--- config.mk ---
export PLATFORM = sky130hd
export DESIGN_NAME = rws_table
export DESIGN_NICKNAME = d
export VERILOG_FILES = /design/src/design/rws_pkg.sv /design/src/design/rws_table.sv
export SDC_FILE = /design/constraint.sdc
export NUM_CORES = 2
export LEC_CHECK = 0
export BUFFER_PORTS_ARGS = -buffer_cell sky130_fd_sc_hd__clkbuf_2
export CAP_MARGIN = 40
export CORE_ASPECT_RATIO = 0.5
export CORE_MARGIN = 5
export CORE_UTILIZATION = 38
export CTS_CLUSTER_DIAMETER = 40
export DETAILED_ROUTE_END_ITERATION = 6
export PLACE_DENSITY = 0.49
export SLEW_MARGIN = 15
export SYNTH_ARGS = -nofsm -noshare
export SYNTH_HDL_FRONTEND = slang
export SYNTH_MEMORY_MAX_BITS = 65536
export SYNTH_SLANG_ARGS = --single-unit
--- constraint.sdc ---
create_clock -name clock -period 3.6 [get_ports clock]
set_input_delay 0.18 -clock clock [delete_from_list [all_inputs] [get_ports clock]]
set_output_delay 0.18 -clock clock [all_outputs]
set_load 0.05 [all_outputs]
--- src/design/rws_pkg.sv ---
package rws_pkg;

   localparam int FIT_W     = 17;
   localparam int BASE_W    = 16;
   localparam int RND_W     = 16;
   localparam int CMD_W     = 3;
   localparam int STAT_W    = 2;
   localparam int IDX_OUT_W = 8;
   localparam int TOT_W     = 9;

   localparam logic [FIT_W-1:0]  FIT_ONE    = 17'h10000;
   localparam logic [BASE_W-1:0] BASE_RESET = 16'd66;

   typedef enum logic [CMD_W-1:0] {
      CMD_CLEAR  = 3'd0,
      CMD_LOAD   = 3'd1,
      CMD_SELECT = 3'd2,
      CMD_PAIR   = 3'd3,
      CMD_BEST   = 3'd4
   } command_type;

   typedef enum logic [STAT_W-1:0] {
      STAT_OK    = 2'd0,
      STAT_FULL  = 2'd1,
      STAT_EMPTY = 2'd2,
      STAT_FEW   = 2'd3
   } status_type;

   typedef struct packed {
      logic done;
      logic found;
   } scan_status_type;

endpackage

--- src/design/rws_table.sv ---
module rws_table #(
   parameter int DEPTH  = 256,
   parameter int ADDR_W = $clog2(DEPTH)
) (
   input  logic                      clock,
   input  logic                      wr_en,
   input  logic [ADDR_W-1:0]         wr_addr,
   input  logic [rws_pkg::FIT_W-1:0] wr_data,
   input  logic                      rd_en,
   input  logic [ADDR_W-1:0]         rd_addr,
   output logic [rws_pkg::FIT_W-1:0] rd_data
);
   import rws_pkg::*;

   logic [FIT_W-1:0] mem_ff [DEPTH];
   logic [FIT_W-1:0] rd_data_ff;

   always_ff @(posedge clock) begin
      if (wr_en) begin
         mem_ff[wr_addr] <= wr_data;
      end
      if (rd_en) begin
         rd_data_ff <= mem_ff[rd_addr];
      end
   end

   assign rd_data = rd_data_ff;

endmodule

==> impl_metrics.yaml <==
worst_setup_path:
  start_kind: "flip-flop"
  crit_type: "reg -> reg"
  path_max_fanout: 1
  critPathMostFrequentCell: "mux4_2"
  cp.arrival_ns: 4.17
  max_stage_delay_ns: 0.67
  cp.required_ns: 4.32
  cp_slowest_cell: "nor3b_1"
  setup.worst_path.end_class: "flip-flop"
  critical_path.cell_chain: "mux4_2, mux4_2, a22o_1, a31oi_1, buf_4, nor3b_1, a311oi_1"
floorplanning:
  start_util_pct: 38.2
  die_x_microns: 956
  core_sq_um: 445000
  dieArea_sq_um: 461000
  die_height_microns: 483
  io_pins: 53
  fp-row-count: 173
cells_and_area:
  nets: 8817
  drive_above_1_share_pct: 30.8
  syn2layout_area_growth_pct: 17.2
  n_fill_cell: 37739
global_routing:
  track_usage_pct: 22.3
  grt_start_max_net_pins: 109
  first_global_vias: 84865
  grt_pass1_wl_mm: 720
  grt-ovfl-total: 0
  antenna_found_initial: 59
route:
  antenna_left: 0
  routedLengthMet1_mm: 234
  postRouteWirelength_mm: 523
  wl_met3_mm: 45.5
  detail_route.first_pass.iterations: 6
  routedWlPerCell_microns: 34.5
  routed.top_layer: "met5"
  routed-wl-met2_mm: 231
  viasPerCell: 5.72
  drc: 0
  initialDrtViolationCount: 11744
  vias: 86576
power:
  finalPower_mw: 111
  p_leak_nw: 63.7
  power-per-cell-area_nw_per_um2: 559
  ir_drop_v: 0.000423
  intPower_mw: 86.5
  switching_share_pct: 22.3
  p_sw_mw: 24.8
  power_frac_clock_pct: 43.9
  power_frac_seq_pct: 50.5
  p_comb_share_pct: 5.6
cts:
  cts_setup_buffers: 0
  post_cts_resized: 0
  cts_max_level: 5
  clockBufferDepth: 4
  cts-root-buf: "clkbuf_16"
  clk_latency_ns: 1.03
  path_clk_slew_ns: 0.06
  cts_tree: "built"
  clkSinkCount: 4369
  numCtsBuffers: 467
sta:
  clock_skew_ns: 0.114
  tns_ns: 0
  fmax_mhz: 291
  worstMarginPinSlew_ns: 1.14
  setup_viol: 0
  slew_viol_final: 0
  finalCritPeriodShare_pct: 95.6
  setup_ws_ns: 0.158
  slew_headroom_pct: 24.0
  rsz0062_at_grt: "false"
  min_period_ns: 3.44
  report.final.hold_viol_count: 0
logic_synthesis:
  synth_most_common_cell: "edfxtp_1"
  synthDistinctLibCells: 73
  synth_top_area_share_pct: 77.2
  synthFlopType: "edfxtp_1"
  post_synth_instance_area_sq_um: 170000
  async_reset_ff_share_pct: 0
  ys_ff_latch: 4369
  synth_nets: 7833
  yosysTopAreaCell: "edfxtp_1"
  synth_area_leaders: "edfxtp_1 77%, mux4_2 12%, mux2i_1 3.0%, nor2_1 0.74%, mux4_1 0.71%"
  ys.warnings.count: 0
  synthCells: 7797
  synth-edff-count: 4369
  synthTopCellsByCount: "4369 x edfxtp_1, 897 x mux4_2, 509 x mux2i_1, 333 x nor2_1, 216 x nand2_1"
  synth-seq-area-share_pct: 77.2
  syn_avg_cell_area_sq_um: 21.8
placement:
  io_buffers: 52
  place_congestion: 0.895
  dp_worst_setup_slack_ns: -0.426
  dp_hpwl_mm: 330
flow_run:
  maxCapViolations: 0
worst_hold_path:
  hold_class: "in -> reg"
outcome:
  status: "finished, final reports clean"
## worst max-delay path: cells and delay by family, from the launching register on
| kind | cells | cell delay [ns] |
|---|---|---|
| AOI/OAI and AO/OA | 3 | 0.88 |
| DFF | 1 | 0.37 |
| muxes | 2 | 1.05 |
| and+or+nand+nor | 1 | 0.67 |
| buffers and inverters | 1 | 0.24 |
## metrics by stage
stage / instance area [sq um] / utilization [%] / instances / hold slack, ns
CTS: 199000 / 44.7 / 15115 / 0.0121
global placement: 183000 / 41.2 / 14220 / 0.628
finish: 199000 / 44.7 / 15138 / 0.110
global route: 199000 / 44.7 / 15120 / 0.0627
detailed placement: 183000 / 41.2 / 14236 / 0.633
floorplan: 170000 / - / 7797 / 0.279
## timing repair
item	4_1_cts	5_1_grt
endpoints found under the hold margin	2149	0
hold buffers	24	0
setup endpoints to repair	0	0
## power by group through the flow
| stage | registers, mW | logic [mW] | clock network [mW] |
|---|---|---|---|
| global route | 56.1 | 6.51 | 52.0 |
| detailed placement | 57.3 | 6.24 | 0 |
| floorplan | 57.3 | 2.86 | 0 |
| CTS | 56.2 | 6.27 | 49.7 |
| finish | 56.2 | 6.25 | 48.9 |
| global placement | 57.2 | 6.19 | 0 |
## path summary, 6_finish.rpt
check                                startpoint         endpoint  slack, ns  cells after the start
worst max-delay path              mem_ff[20][2]       rd_data[2]       0.16                      7
worst min register to register  mem_ff[131][14]      rd_data[14]       1.23                      5
worst min-delay path                 wr_addr[3]  mem_ff[174][15]       0.11                      4
worst max register to register    mem_ff[20][2]       rd_data[2]       0.16                      7
## cells in the final DEF (no fill, tap or decap), drive strengths merged, types with 55 or more instances in the layout
cell    instances
clkinv        175
o22ai         186
nand2         216
mux2i         509
nor2          333
a21oi         108
mux4          943
clkbuf        582
buf           926
nand3          65
bufinv         55
o221ai        136
nor3          109
edfxtp       4369
## kinds of logic after synthesis
| logic type | after synthesis | share of synthesized area, % |
|---|---|---|
| flops | 4369 | 77.2 |
| buf+inv | 471 | 2.14 |
| simple gates | 836 | 2.19 |
| compound gates | 649 | 2.70 |
| mux | 1472 | 15.7 |
## registers in the layout, summed over array words and instances, names as in the netlist
signal,flops
mem_ff,4352
rd_data,17
## metal layers
layer	vias up	track usage [%]
li1	35081	-
met1	47216	33.6
met2	3602	33.1
met3	673	5.06
met4	4	5.11
met5	-	0
## final cells by class
type,instances,area [sq um],share of cell area [%]
Clock buffer,551,12200,6.12
Inverter,5,32.5,0.0163
Tap cell,5950,7440,3.74
Clock inverter,304,3210,1.61
Antenna cell,21,52.6,0.0264
Sequential cell,4369,131000,65.9
Timing Repair Buffer,981,9200,4.62
Multi-Input combinational cell,2957,35700,17.9
Note: power is estimated with default switching activity, not from simulation.
