**config.mk**
```make
export PLATFORM = sky130hd
export DESIGN_NAME = rws_scan
export DESIGN_NICKNAME = d
export VERILOG_FILES = /design/src/design/rws_pkg.sv /design/src/design/rws_scan.sv
export SDC_FILE = /design/constraint.sdc
export NUM_CORES = 1
export LEC_CHECK = 0
export ABC_AREA = 1
export BUFFER_PORTS_ARGS = -buffer_cell sky130_fd_sc_hd__buf_2
export CAP_MARGIN = 0
export CORE_UTILIZATION = 33
export DETAILED_ROUTE_END_ITERATION = 12
export GPL_TIMING_DRIVEN = 1
export PLACE_DENSITY = 0.5
export SLEW_MARGIN = 5
export SYNTH_ARGS = -nofsm -noshare
export SYNTH_HDL_FRONTEND = slang
export SYNTH_SLANG_ARGS = --single-unit
```
**constraint.sdc**
```tcl
create_clock -name clock -period 7.9 [get_ports clock]
set_clock_uncertainty 0.1 [all_clocks]
set_input_delay 1.58 -clock clock [delete_from_list [all_inputs] [get_ports clock]]
set_output_delay 1.58 -clock clock [all_outputs]
set_load 0.02 [all_outputs]
```
**src/design/rws_pkg.sv**
```systemverilog
package rws_pkg;

   localparam int FIT_W     = 17;
   localparam int BASE_W    = 16;
   localparam int RND_W     = 16;
   localparam int CMD_W     = 3;
   localparam int STAT_W    = 2;
   localparam int IDX_OUT_W = 8;
   localparam int TOT_W     = 9;

   localparam logic [FIT_W-1:0]  FIT_ONE    = 17'h10000;
   localparam logic [BASE_W-1:0] BASE_RESET = 16'd66;

   typedef enum logic [CMD_W-1:0] {
      CMD_CLEAR  = 3'd0,
      CMD_LOAD   = 3'd1,
      CMD_SELECT = 3'd2,
      CMD_PAIR   = 3'd3,
      CMD_BEST   = 3'd4
   } command_type;

   typedef enum logic [STAT_W-1:0] {
      STAT_OK    = 2'd0,
      STAT_FULL  = 2'd1,
      STAT_EMPTY = 2'd2,
      STAT_FEW   = 2'd3
   } status_type;

   typedef struct packed {
      logic done;
      logic found;
   } scan_status_type;

endpackage

```
**src/design/rws_scan.sv**
```systemverilog
module rws_scan #(
   parameter int CNT_W  = 9,
   parameter int IDX_W  = 8,
   parameter int SUM_W  = 25,
   parameter int PICK_W = 42
) (
   input  logic                        clock,
   input  logic                        reset,
   input  logic                        go,
   input  logic [PICK_W-1:0]           pick,
   input  logic [CNT_W-1:0]            count,
   input  logic [rws_pkg::BASE_W-1:0]  base,
   input  logic [rws_pkg::FIT_W-1:0]   rd_data,
   output logic                        rd_en,
   output logic [IDX_W-1:0]            rd_addr,
   output rws_pkg::scan_status_type    status,
   output logic [IDX_W-1:0]            hit_index,
   output logic [SUM_W-1:0]            bin_low,
   output logic [rws_pkg::FIT_W:0]     bin_weight
);
   import rws_pkg::*;

   logic               running_ff;
   logic [CNT_W-1:0]   addr_ff;
   logic               pend_ff;
   logic [IDX_W-1:0]   pend_idx_ff;
   logic [SUM_W-1:0]   acc_ff;
   logic [FIT_W:0]     w0_ff;

   logic [FIT_W:0]     entry_w;
   logic [SUM_W-1:0]   acc_in;
   logic               hit;
   logic               last;
   logic               stop;

   assign entry_w = {1'b0, rd_data} + {2'b00, base};
   assign acc_in  = acc_ff + SUM_W'(entry_w);
   assign hit     = pend_ff && (PICK_W'(acc_in) > pick);
   assign last    = pend_ff && (CNT_W'(pend_idx_ff) == (count - CNT_W'(1)));
   assign stop    = hit || last;

   assign rd_en   = running_ff && (addr_ff < count);
   assign rd_addr = addr_ff[IDX_W-1:0];

   always_ff @(posedge clock) begin
      if (reset) begin
         running_ff <= 1'b0;
         pend_ff    <= 1'b0;
      end else if (go) begin
         running_ff <= 1'b1;
         pend_ff    <= 1'b0;
         addr_ff    <= '0;
         acc_ff     <= '0;
      end else if (stop) begin
         running_ff <= 1'b0;
         pend_ff    <= 1'b0;
      end else begin
         pend_ff <= rd_en;
         if (rd_en) begin
            addr_ff     <= addr_ff + CNT_W'(1);
            pend_idx_ff <= addr_ff[IDX_W-1:0];
         end
         if (pend_ff) begin
            acc_ff <= acc_in;
            if (pend_idx_ff == '0) begin
               w0_ff <= entry_w;
            end
         end
      end
   end

   // a miss falls back to the bin of entry zero
   assign status.done  = stop;
   assign status.found = hit;
   assign hit_index    = pend_idx_ff;
   assign bin_low      = hit ? acc_ff : '0;
   assign bin_weight   = (hit || (pend_idx_ff == '0)) ? entry_w : w0_ff;

endmodule

```
==> metrics.txt, run 1 <==
# TYPE chip_impl_metric gauge
chip_impl_info{name="run_status",value="finished, final reports clean"} 1
chip_impl_metric{name="fp.coreArea",unit="um2"} 18300
chip_impl_metric{name="antenna_left",unit=""} 0
chip_impl_metric{name="rows",unit=""} 49
chip_impl_metric{name="synth_area",unit="um2"} 6250
chip_impl_metric{name="postCtsHoldBufs",unit=""} 0
chip_impl_metric{name="finalSetupTns",unit="ns"} 0
chip_impl_metric{name="post-synth-top-area-fraction",unit="%"} 28.8
chip_impl_info{name="cts_tree",value="done"} 1
chip_impl_metric{name="seq_area_frac_synth",unit="%"} 29.5
chip_impl_metric{name="max_stage_delay",unit="ns"} 0.37
chip_impl_metric{name="tritoncts.num_buffers",unit=""} 9
chip_impl_metric{name="cells_on_worst_reg2reg_path",unit=""} 27
chip_impl_metric{name="maxCapViolCount",unit=""} 0
chip_impl_info{name="crit_top_cell",value="sky130_fd_sc_hd__nand2_1"} 1
chip_impl_metric{name="synth_enable_flop_cells",unit=""} 60
chip_impl_info{name="cp-start-kind",value="primary input"} 1
chip_impl_metric{name="detailedRoute.firstPassIterationCount",unit=""} 5
chip_impl_metric{name="vias",unit=""} 5946
chip_impl_metric{name="combinationalPowerShare",unit="%"} 49.1
chip_impl_metric{name="yosysWarnings",unit=""} 0
chip_impl_info{name="yosys_most_used_dff",value="sky130_fd_sc_hd__edfxtp_1"} 1
chip_impl_info{name="synth_area_leaders",value="sky130_fd_sc_hd__edfxtp_1, sky130_fd_sc_hd__ha_1, sky130_fd_sc_hd__nand2_1"} 1
chip_impl_info{name="synth.cells.most_frequent",value="sky130_fd_sc_hd__nand2_1, sky130_fd_sc_hd__inv_1, sky130_fd_sc_hd__nor2_1, sky130_fd_sc_hd__ha_1, sky130_fd_sc_hd__edfxtp_1"} 1
chip_impl_metric{name="power.static_leakage",unit="uW"} 0.00418
chip_impl_metric{name="multi_input_comb_area",unit="um2"} 4280
chip_impl_metric{name="grt_antenna_before_repair",unit=""} 0
chip_impl_metric{name="place.port_buffers",unit=""} 148
chip_impl_metric{name="share_clk_of_total_power",unit="%"} 25.2
chip_impl_metric{name="power_switching",unit="uW"} 643
chip_impl_metric{name="maximum_fanout_along_the_worst_path",unit=""} 6
chip_impl_metric{name="intPower",unit="uW"} 973
chip_impl_info{name="hold_path.class",value="register to register"} 1
chip_impl_metric{name="clk-insertion-delay-late",unit="ns"} 0.34
chip_impl_metric{name="ys_seq_elements",unit=""} 62
chip_impl_metric{name="r2r_slack",unit="ns"} 3.47
chip_impl_metric{name="cts.sinks",unit=""} 62
chip_impl_metric{name="seq_power_share",unit="%"} 25.7
chip_impl_metric{name="post_layout_nonfiller_instances",unit=""} 1260
chip_impl_metric{name="postSynthCellCount",unit=""} 861
chip_impl_metric{name="hpwl",unit="um"} 14300
chip_impl_metric{name="detailedRoute.firstIterationViolations",unit=""} 354
chip_impl_info{name="synth_most_common_cell",value="sky130_fd_sc_hd__nand2_1"} 1
chip_impl_metric{name="pwr_density_cell",unit="nW/um2"} 196
chip_impl_info{name="crit_slowest_cell",value="sky130_fd_sc_hd__fa_2"} 1
chip_impl_metric{name="timing.critical_path.required",unit="ns"} 6.22
chip_impl_info{name="setup.worst_path.start",value="base[0]"} 1
chip_impl_metric{name="max_freq",unit="GHz"} 0.131
chip_impl_metric{name="hold_path_depth",unit=""} 2
chip_impl_info{name="library_cell_occupying_the_most_area_in_the_post_synthesis_netlist",value="sky130_fd_sc_hd__edfxtp_1"} 1
chip_impl_metric{name="ys_async_sr_fraction",unit="%"} 0
chip_impl_metric{name="post-route-drc-count",unit=""} 0
chip_impl_metric{name="synthesis.area_per_instance",unit="um2"} 7.25
chip_impl_info{name="worst-setup-path-type",value="primary input to output pin"} 1
chip_impl_metric{name="report.final.slew_viol_count",unit=""} 0
chip_impl_metric{name="clock_tree.buffer_depth",unit=""} 2
chip_impl_info{name="critical_path.reg2reg.startpoint",value="acc_ff[0]"} 1
chip_impl_info{name="capturing_element_type_of_the_critical_path",value="output pin"} 1
chip_impl_metric{name="drive_above_1_share",unit="%"} 30.5
chip_impl_metric{name="final_nets",unit=""} 1186
chip_impl_metric{name="power.share.switching",unit="%"} 39.8
chip_impl_metric{name="relSlewSlack",unit="%"} 50.4
chip_impl_info{name="regToRegEndpoint",value="acc_ff[13]"} 1
chip_impl_metric{name="timing.critical_path.arrival",unit="ns"} 5.96
chip_impl_metric{name="mappedNetlistNets",unit=""} 1021
chip_impl_info{name="timing.hold.worst.start",value="running_ff"} 1
chip_impl_info{name="worst_hold_path.endpoint",value="running_ff"} 1
chip_impl_metric{name="gp_routability_congestion",unit=""} 0.913
chip_impl_metric{name="grt-ovfl-total",unit=""} 0
chip_impl_metric{name="vias_in_the_first_global_route",unit=""} 5552
chip_impl_metric{name="postLayoutCellArea",unit="um2"} 8260
chip_impl_metric{name="yosysUniqueCellTypes",unit=""} 43
chip_impl_metric{name="final_min_period_over_clock_period",unit="%"} 96.7
chip_impl_metric{name="cts.htree.levels",unit=""} 3
chip_impl_metric{name="ff_latch_area",unit="um2"} 1840
chip_impl_metric{name="grt_max_degree",unit=""} 29
chip_impl_metric{name="grt_first_pass_wirelength",unit="um"} 27900
chip_impl_metric{name="finalWorstPathRequiredPeriod",unit="ns"} 7.64
chip_impl_metric{name="worst_slew_pin_slew",unit="ns"} 0.742
chip_impl_info{name="cts-root-buf",value="sky130_fd_sc_hd__clkbuf_16"} 1
chip_impl_metric{name="ir_worst_vdd",unit="uV"} 103
chip_impl_metric{name="floorplan.die.height",unit="um"} 140
chip_impl_metric{name="chipWidth",unit="um"} 140
chip_impl_metric{name="antenna-diode-count",unit=""} 0
chip_impl_metric{name="wire_per_inst",unit="um"} 14.4
chip_impl_metric{name="design.die.area",unit="um2"} 19500
chip_impl_metric{name="gr-usage-all-layers",unit="%"} 18.2
chip_impl_metric{name="final_hold_viol_count",unit=""} 0
chip_impl_metric{name="initial_util",unit="%"} 34.2
chip_impl_metric{name="placed_area",unit="um2"} 7280
chip_impl_metric{name="placedCellCount",unit=""} 1232
chip_impl_metric{name="clk_pin_slew",unit="ns"} 0.05
chip_impl_metric{name="filler_cell_count",unit=""} 1877
chip_impl_metric{name="via_per_instance_ratio",unit=""} 4.72
chip_impl_metric{name="setup_viol",unit=""} 0
chip_impl_metric{name="finalWirelength",unit="um"} 18200
chip_impl_metric{name="area_growth",unit="%"} 32.2
chip_impl_metric{name="top_level_ports",unit=""} 149
==> timing repair <==
action,4_1_cts,5_1_grt
gates resized for setup,5,104
setup buffers,0,9
pin swaps,1,21
setup endpoints to repair,15,45
cloned,0,3
==> metal layers <==
layer | vias to the layer above | global-route usage (%) | routed length (um)
li1 | 3106 | - | -
met1 | 2617 | 26.4 | 9140
met2 | 202 | 27.3 | 7700
met3 | 21 | 3.51 | 1060
met4 | 0 | 5.32 | 303
met5 | - | 0 | 0
==> worst max path at each step <==
| stage | end | slack, ns | cells after the start |
|---|---|---|---|
| finish | bin_weight[0] | 0.26 | 30 |
| global route | bin_weight[17] | -0.03 | 32 |
| CTS | bin_weight[12] | 0.03 | 33 |
| detailed placement | bin_weight[12] | -0.05 | 28 |
| global placement | bin_weight[12] | -0.05 | 27 |
| floorplan | bin_low[0] | 0.89 | 27 |
==> state kept, by name, indices dropped and copies added, names as in the netlist <==
name / flops
running_ff: 1
pend_ff: 1
w0_ff: 18
addr_ff: 9
acc_ff: 25
hit_index: 8
==> metrics by stage <==
step / worst slack [ns] / util (%) / hold WS, ns / power (uW)
2_1_floorplan: 0.888 / - / 0.356 / 917
3_3_place_gp: -0.0535 / 39.9 / 0.377 / 1110
3_5_place_dp: -0.0504 / 39.9 / 0.385 / 1100
4_1_cts: 0.0267 / 41.7 / 0.395 / 1520
5_1_grt: -0.0297 / 45.2 / 0.444 / 1740
6_report: 0.257 / 45.2 / 0.394 / 1620
==> placed cells by master (no fill, tap or decap), types with 3 or more instances in the layout <==
cell type                   Yosys  routed
sky130_fd_sc_hd__nor3_2         2       5
sky130_fd_sc_hd__nand2_4        2       4
sky130_fd_sc_hd__nand3_1       55      51
sky130_fd_sc_hd__a21o_1         3       3
sky130_fd_sc_hd__ha_4           0      12
sky130_fd_sc_hd__a21oi_2        6      19
sky130_fd_sc_hd__inv_2          1       3
sky130_fd_sc_hd__o21ai_0       22      16
sky130_fd_sc_hd__nor2_2         4       6
sky130_fd_sc_hd__buf_2          5     143
sky130_fd_sc_hd__clkbuf_16      0      11
sky130_fd_sc_hd__xnor2_2        0       3
sky130_fd_sc_hd__edfxtp_1      60      60
sky130_fd_sc_hd__ha_1          71      54
sky130_fd_sc_hd__xnor2_1       10       7
sky130_fd_sc_hd__buf_4         11      27
sky130_fd_sc_hd__xor2_1        24      15
sky130_fd_sc_hd__nor2_4         1       3
sky130_fd_sc_hd__nand4_1       11      11
sky130_fd_sc_hd__a21oi_1       46      32
sky130_fd_sc_hd__nor3_1        14      10
sky130_fd_sc_hd__ha_2           0       5
sky130_fd_sc_hd__o21ai_1        2       7
sky130_fd_sc_hd__inv_1        136     134
sky130_fd_sc_hd__and2_1         5       5
sky130_fd_sc_hd__nor2_1       132     128
sky130_fd_sc_hd__nand3_2        6       9
sky130_fd_sc_hd__nand2_2       12      25
sky130_fd_sc_hd__nand2_1      186     170
sky130_fd_sc_hd__xor2_2         4      12
sky130_fd_sc_hd__o21a_1         3       3
==> power groups by stage <==
stage | Clock (uW) | Combinational [uW] | Sequential, uW
2_1_floorplan | 0 | 504 | 413
3_3_place_gp | 0 | 691 | 419
3_5_place_dp | 0 | 685 | 419
4_1_cts | 414 | 693 | 412
5_1_grt | 429 | 895 | 418
6_report | 407 | 794 | 415
==> critical path: cells and delay by family <==
kind                       cells  cell delay, ns
and+or+nand+nor               15            1.81
adders and majority gates      4            1.14
buffers and inverters          8            0.86
xor gates and xnor gates       2            0.31
AOI/OAI and AO/OA              1            0.23
==> area by class of cell <==
cell class	instances	share of cell area [%]
Multi-Input combinational cell	640	51.8
Sequential cell	62	22.3
Timing Repair Buffer	176	12.5
Inverter	137	6.23
Tap cell	229	3.47
Clock buffer	12	3.11
Clock inverter	4	0.561
==> logic make-up after synthesis <==
logic type      after synthesis  share of synthesized area [%]
simple gates                435                           30.4
xor+xnor                     38                           5.81
compound gates               94                           9.03
fa+ha+maj                    73                           14.9
flops                        62                           29.5
buf+inv                     159                           10.4
Power figures use the tool's default switching activity.
==> inputs of run 2 (changes only) <==
Settings changed: CELL_PAD_IN_SITES_DETAIL_PLACEMENT set to 0, CELL_PAD_IN_SITES_GLOBAL_PLACEMENT set to 1, PLACE_DENSITY 0.5 to 0.67, TNS_END_PERCENT set to 5.
==> run 2 against run 1 <==
- sequential power hardly changed
- wire length fell by 0.68%
- clock power down 9.3%
- critical path type unchanged
- largest cell class unchanged
==> metrics.txt, run 2 (synthesis gave the netlist of run 1 again) <==
# TYPE chip_impl_metric gauge
chip_impl_info{name="run_status",value="finished, final reports clean"} 1
chip_impl_info{name="biggestRegsByFlops",value="acc_ff (25), w0_ff (18), addr_ff (9)"} 1
chip_impl_metric{name="final_hold_viol_count",unit=""} 0
chip_impl_metric{name="place.port_buffers",unit=""} 148
chip_impl_metric{name="initial_util",unit="%"} 34.2
chip_impl_metric{name="cts.sinks",unit=""} 62
chip_impl_info{name="crit_top_cell",value="sky130_fd_sc_hd__nand2_1"} 1
chip_impl_metric{name="largest_register_ff_count",unit=""} 25
chip_impl_metric{name="placedCellCount",unit=""} 1248
chip_impl_metric{name="top_level_ports",unit=""} 149
chip_impl_metric{name="tritoncts.num_buffers",unit=""} 9
chip_impl_metric{name="setup_viol",unit=""} 0
chip_impl_metric{name="clk_pin_slew",unit="ns"} 0.06
chip_impl_metric{name="antenna_left",unit=""} 0
chip_impl_info{name="cts-root-buf",value="sky130_fd_sc_hd__clkbuf_16"} 1
chip_impl_metric{name="final_nets",unit=""} 1198
chip_impl_metric{name="timing.critical_path.arrival",unit="ns"} 5.90
chip_impl_metric{name="maximum_fanout_along_the_worst_path",unit=""} 5
chip_impl_metric{name="clk-insertion-delay-late",unit="ns"} 0.33
chip_impl_metric{name="ir_worst_vdd",unit="uV"} 97.3
chip_impl_metric{name="hpwl",unit="um"} 14800
chip_impl_metric{name="wire_per_inst",unit="um"} 14.2
chip_impl_metric{name="placed_area",unit="um2"} 7400
chip_impl_metric{name="max_freq",unit="GHz"} 0.132
chip_impl_metric{name="detailedRoute.firstIterationViolations",unit=""} 391
chip_impl_metric{name="grt_max_degree",unit=""} 30
chip_impl_info{name="final_common_cell",value="sky130_fd_sc_hd__nand2_1"} 1
chip_impl_metric{name="design_power_total",unit="uW"} 1560
chip_impl_metric{name="vias_in_the_first_global_route",unit=""} 5535
chip_impl_metric{name="detailedRoute.firstPassIterationCount",unit=""} 6
chip_impl_metric{name="gr-usage-all-layers",unit="%"} 18.3
chip_impl_metric{name="postLayoutCoreUtil",unit="%"} 44.2
chip_impl_metric{name="timing.critical_path.required",unit="ns"} 6.22
chip_impl_metric{name="via_per_instance_ratio",unit=""} 4.65
chip_impl_info{name="layout_common_cells",value="sky130_fd_sc_hd__nand2_1, sky130_fd_sc_hd__buf_2, sky130_fd_sc_hd__inv_1"} 1
chip_impl_info{name="crit_slowest_cell",value="sky130_fd_sc_hd__ha_4"} 1
chip_impl_info{name="cp-start-kind",value="primary input"} 1
chip_impl_metric{name="met2RoutedLength",unit="um"} 7750
chip_impl_metric{name="fp.coreArea",unit="um2"} 18300
chip_impl_metric{name="pwr_density_cell",unit="nW/um2"} 193
chip_impl_metric{name="worst_slew_pin_slew",unit="ns"} 0.636
chip_impl_metric{name="hold_path_depth",unit=""} 2
chip_impl_metric{name="drive_above_1_share",unit="%"} 28.2
chip_impl_metric{name="post-place-ws",unit="ns"} 0.0978
chip_impl_metric{name="vias",unit=""} 5906
chip_impl_info{name="worst-setup-path-type",value="primary input to output pin"} 1
chip_impl_metric{name="finalWirelength",unit="um"} 18100
chip_impl_metric{name="grt-ovfl-total",unit=""} 0
chip_impl_metric{name="report.final.slew_viol_count",unit=""} 0
chip_impl_metric{name="maxCapViolCount",unit=""} 0
chip_impl_metric{name="power.static_leakage",unit="uW"} 0.00419
chip_impl_info{name="cts_tree",value="done"} 1
chip_impl_metric{name="post-route-drc-count",unit=""} 0
chip_impl_metric{name="rows",unit=""} 49
chip_impl_metric{name="gp_routability_congestion",unit=""} 0.850
chip_impl_metric{name="post_layout_nonfiller_instances",unit=""} 1271
chip_impl_metric{name="clock_tree.buffer_depth",unit=""} 2
chip_impl_metric{name="antenna-diode-count",unit=""} 0
chip_impl_metric{name="postLayoutCellArea",unit="um2"} 8080
chip_impl_metric{name="met3RoutedLength",unit="um"} 791
chip_impl_info{name="capturing_element_type_of_the_critical_path",value="output pin"} 1
chip_impl_metric{name="m1WireLength",unit="um"} 9380
chip_impl_metric{name="cts.htree.levels",unit=""} 3
chip_impl_info{name="top_signal_layer_used",value="met4"} 1
chip_impl_metric{name="design.die.area",unit="um2"} 19500
chip_impl_metric{name="grt_antenna_before_repair",unit=""} 0
chip_impl_info{name="registers.top_by_ff_count",value="acc_ff"} 1
chip_impl_metric{name="floorplan.die.height",unit="um"} 140
chip_impl_metric{name="grt_first_pass_wirelength",unit="um"} 28100
chip_impl_metric{name="final_min_period_over_clock_period",unit="%"} 95.9
chip_impl_metric{name="area_growth",unit="%"} 29.3
chip_impl_metric{name="relSlewSlack",unit="%"} 57.5
chip_impl_metric{name="postCtsHoldBufs",unit=""} 0
chip_impl_metric{name="finalWorstPathRequiredPeriod",unit="ns"} 7.58
chip_impl_metric{name="fin_ws",unit="ns"} 0.323
chip_impl_metric{name="max_stage_delay",unit="ns"} 0.38
chip_impl_metric{name="chipWidth",unit="um"} 140
chip_impl_metric{name="cells_on_worst_reg2reg_path",unit=""} 28
chip_impl_info{name="hold_path.class",value="register to register"} 1
[run 2: changes by cell type in the layout (fill, tap and decap cells not counted), moves of 5 or more]
cell / before / now
sky130_fd_sc_hd__buf_4: 27 / 38
sky130_fd_sc_hd__nand2_1: 170 / 178
sky130_fd_sc_hd__ha_1: 54 / 61
sky130_fd_sc_hd__nand2_2: 25 / 19
sky130_fd_sc_hd__a21oi_1: 32 / 37
sky130_fd_sc_hd__xor2_1: 15 / 20
sky130_fd_sc_hd__xor2_2: 12 / 7
[run 2: layout make-up]
type,instances,area (um2)
fill,1905,10200
multi-input combinational,640,4060
sequential,62,1840
timing repair buffer,188,1100
inverter,137,514
tap,229,287
clock buffer,11,243
clock inverter,4,25.0
[run 2: path summary, 6_finish.rpt]
| kind | start | end | slack [ns] |
|---|---|---|---|
| min reg2reg | running_ff | running_ff | 0.39 |
| max reg2reg | acc_ff[0] | acc_ff[6] | 3.18 |
| min | running_ff | running_ff | 0.39 |
| max | base[2] | bin_weight[17] | 0.32 |
[run 2: report_power, final]
group / switching, uW / internal [uW]
clock network: 151 / 218
logic: 462 / 310
registers: 18.1 / 396
[run 2: critical path, delay by kind of cell]
family,cells,cell delay [ns]
simple gates,14,1.61
fa+ha+maj,3,1.00
buf+inv,7,0.86
compound gates,4,0.60
xor+xnor,1,0.23
[run 2: repair_timing]
item / CTS / global route
gates resized for setup: 0 / 62
setup endpoints to repair: 0 / 45
setup buffers: 0 / 6
[run 2: through the flow]
| stage | hold WS [ns] | setup TNS, ns |
|---|---|---|
| final | 0.390 | 0 |
| after global routing | 0.422 | -0.0122 |
| after CTS | 0.396 | 0 |
| after detailed placement | 0.382 | 0 |
| after floorplan | 0.356 | 0 |
| after global placement | 0.369 | 0 |
[run 2: metal layers]
layer | vias to the layer above | global-route usage (%)
li1 | 3134 | -
met2 | 147 | 28.2
met4 | 0 | 4.86
met3 | 9 | 2.10
met1 | 2616 | 27.0
met5 | - | 0
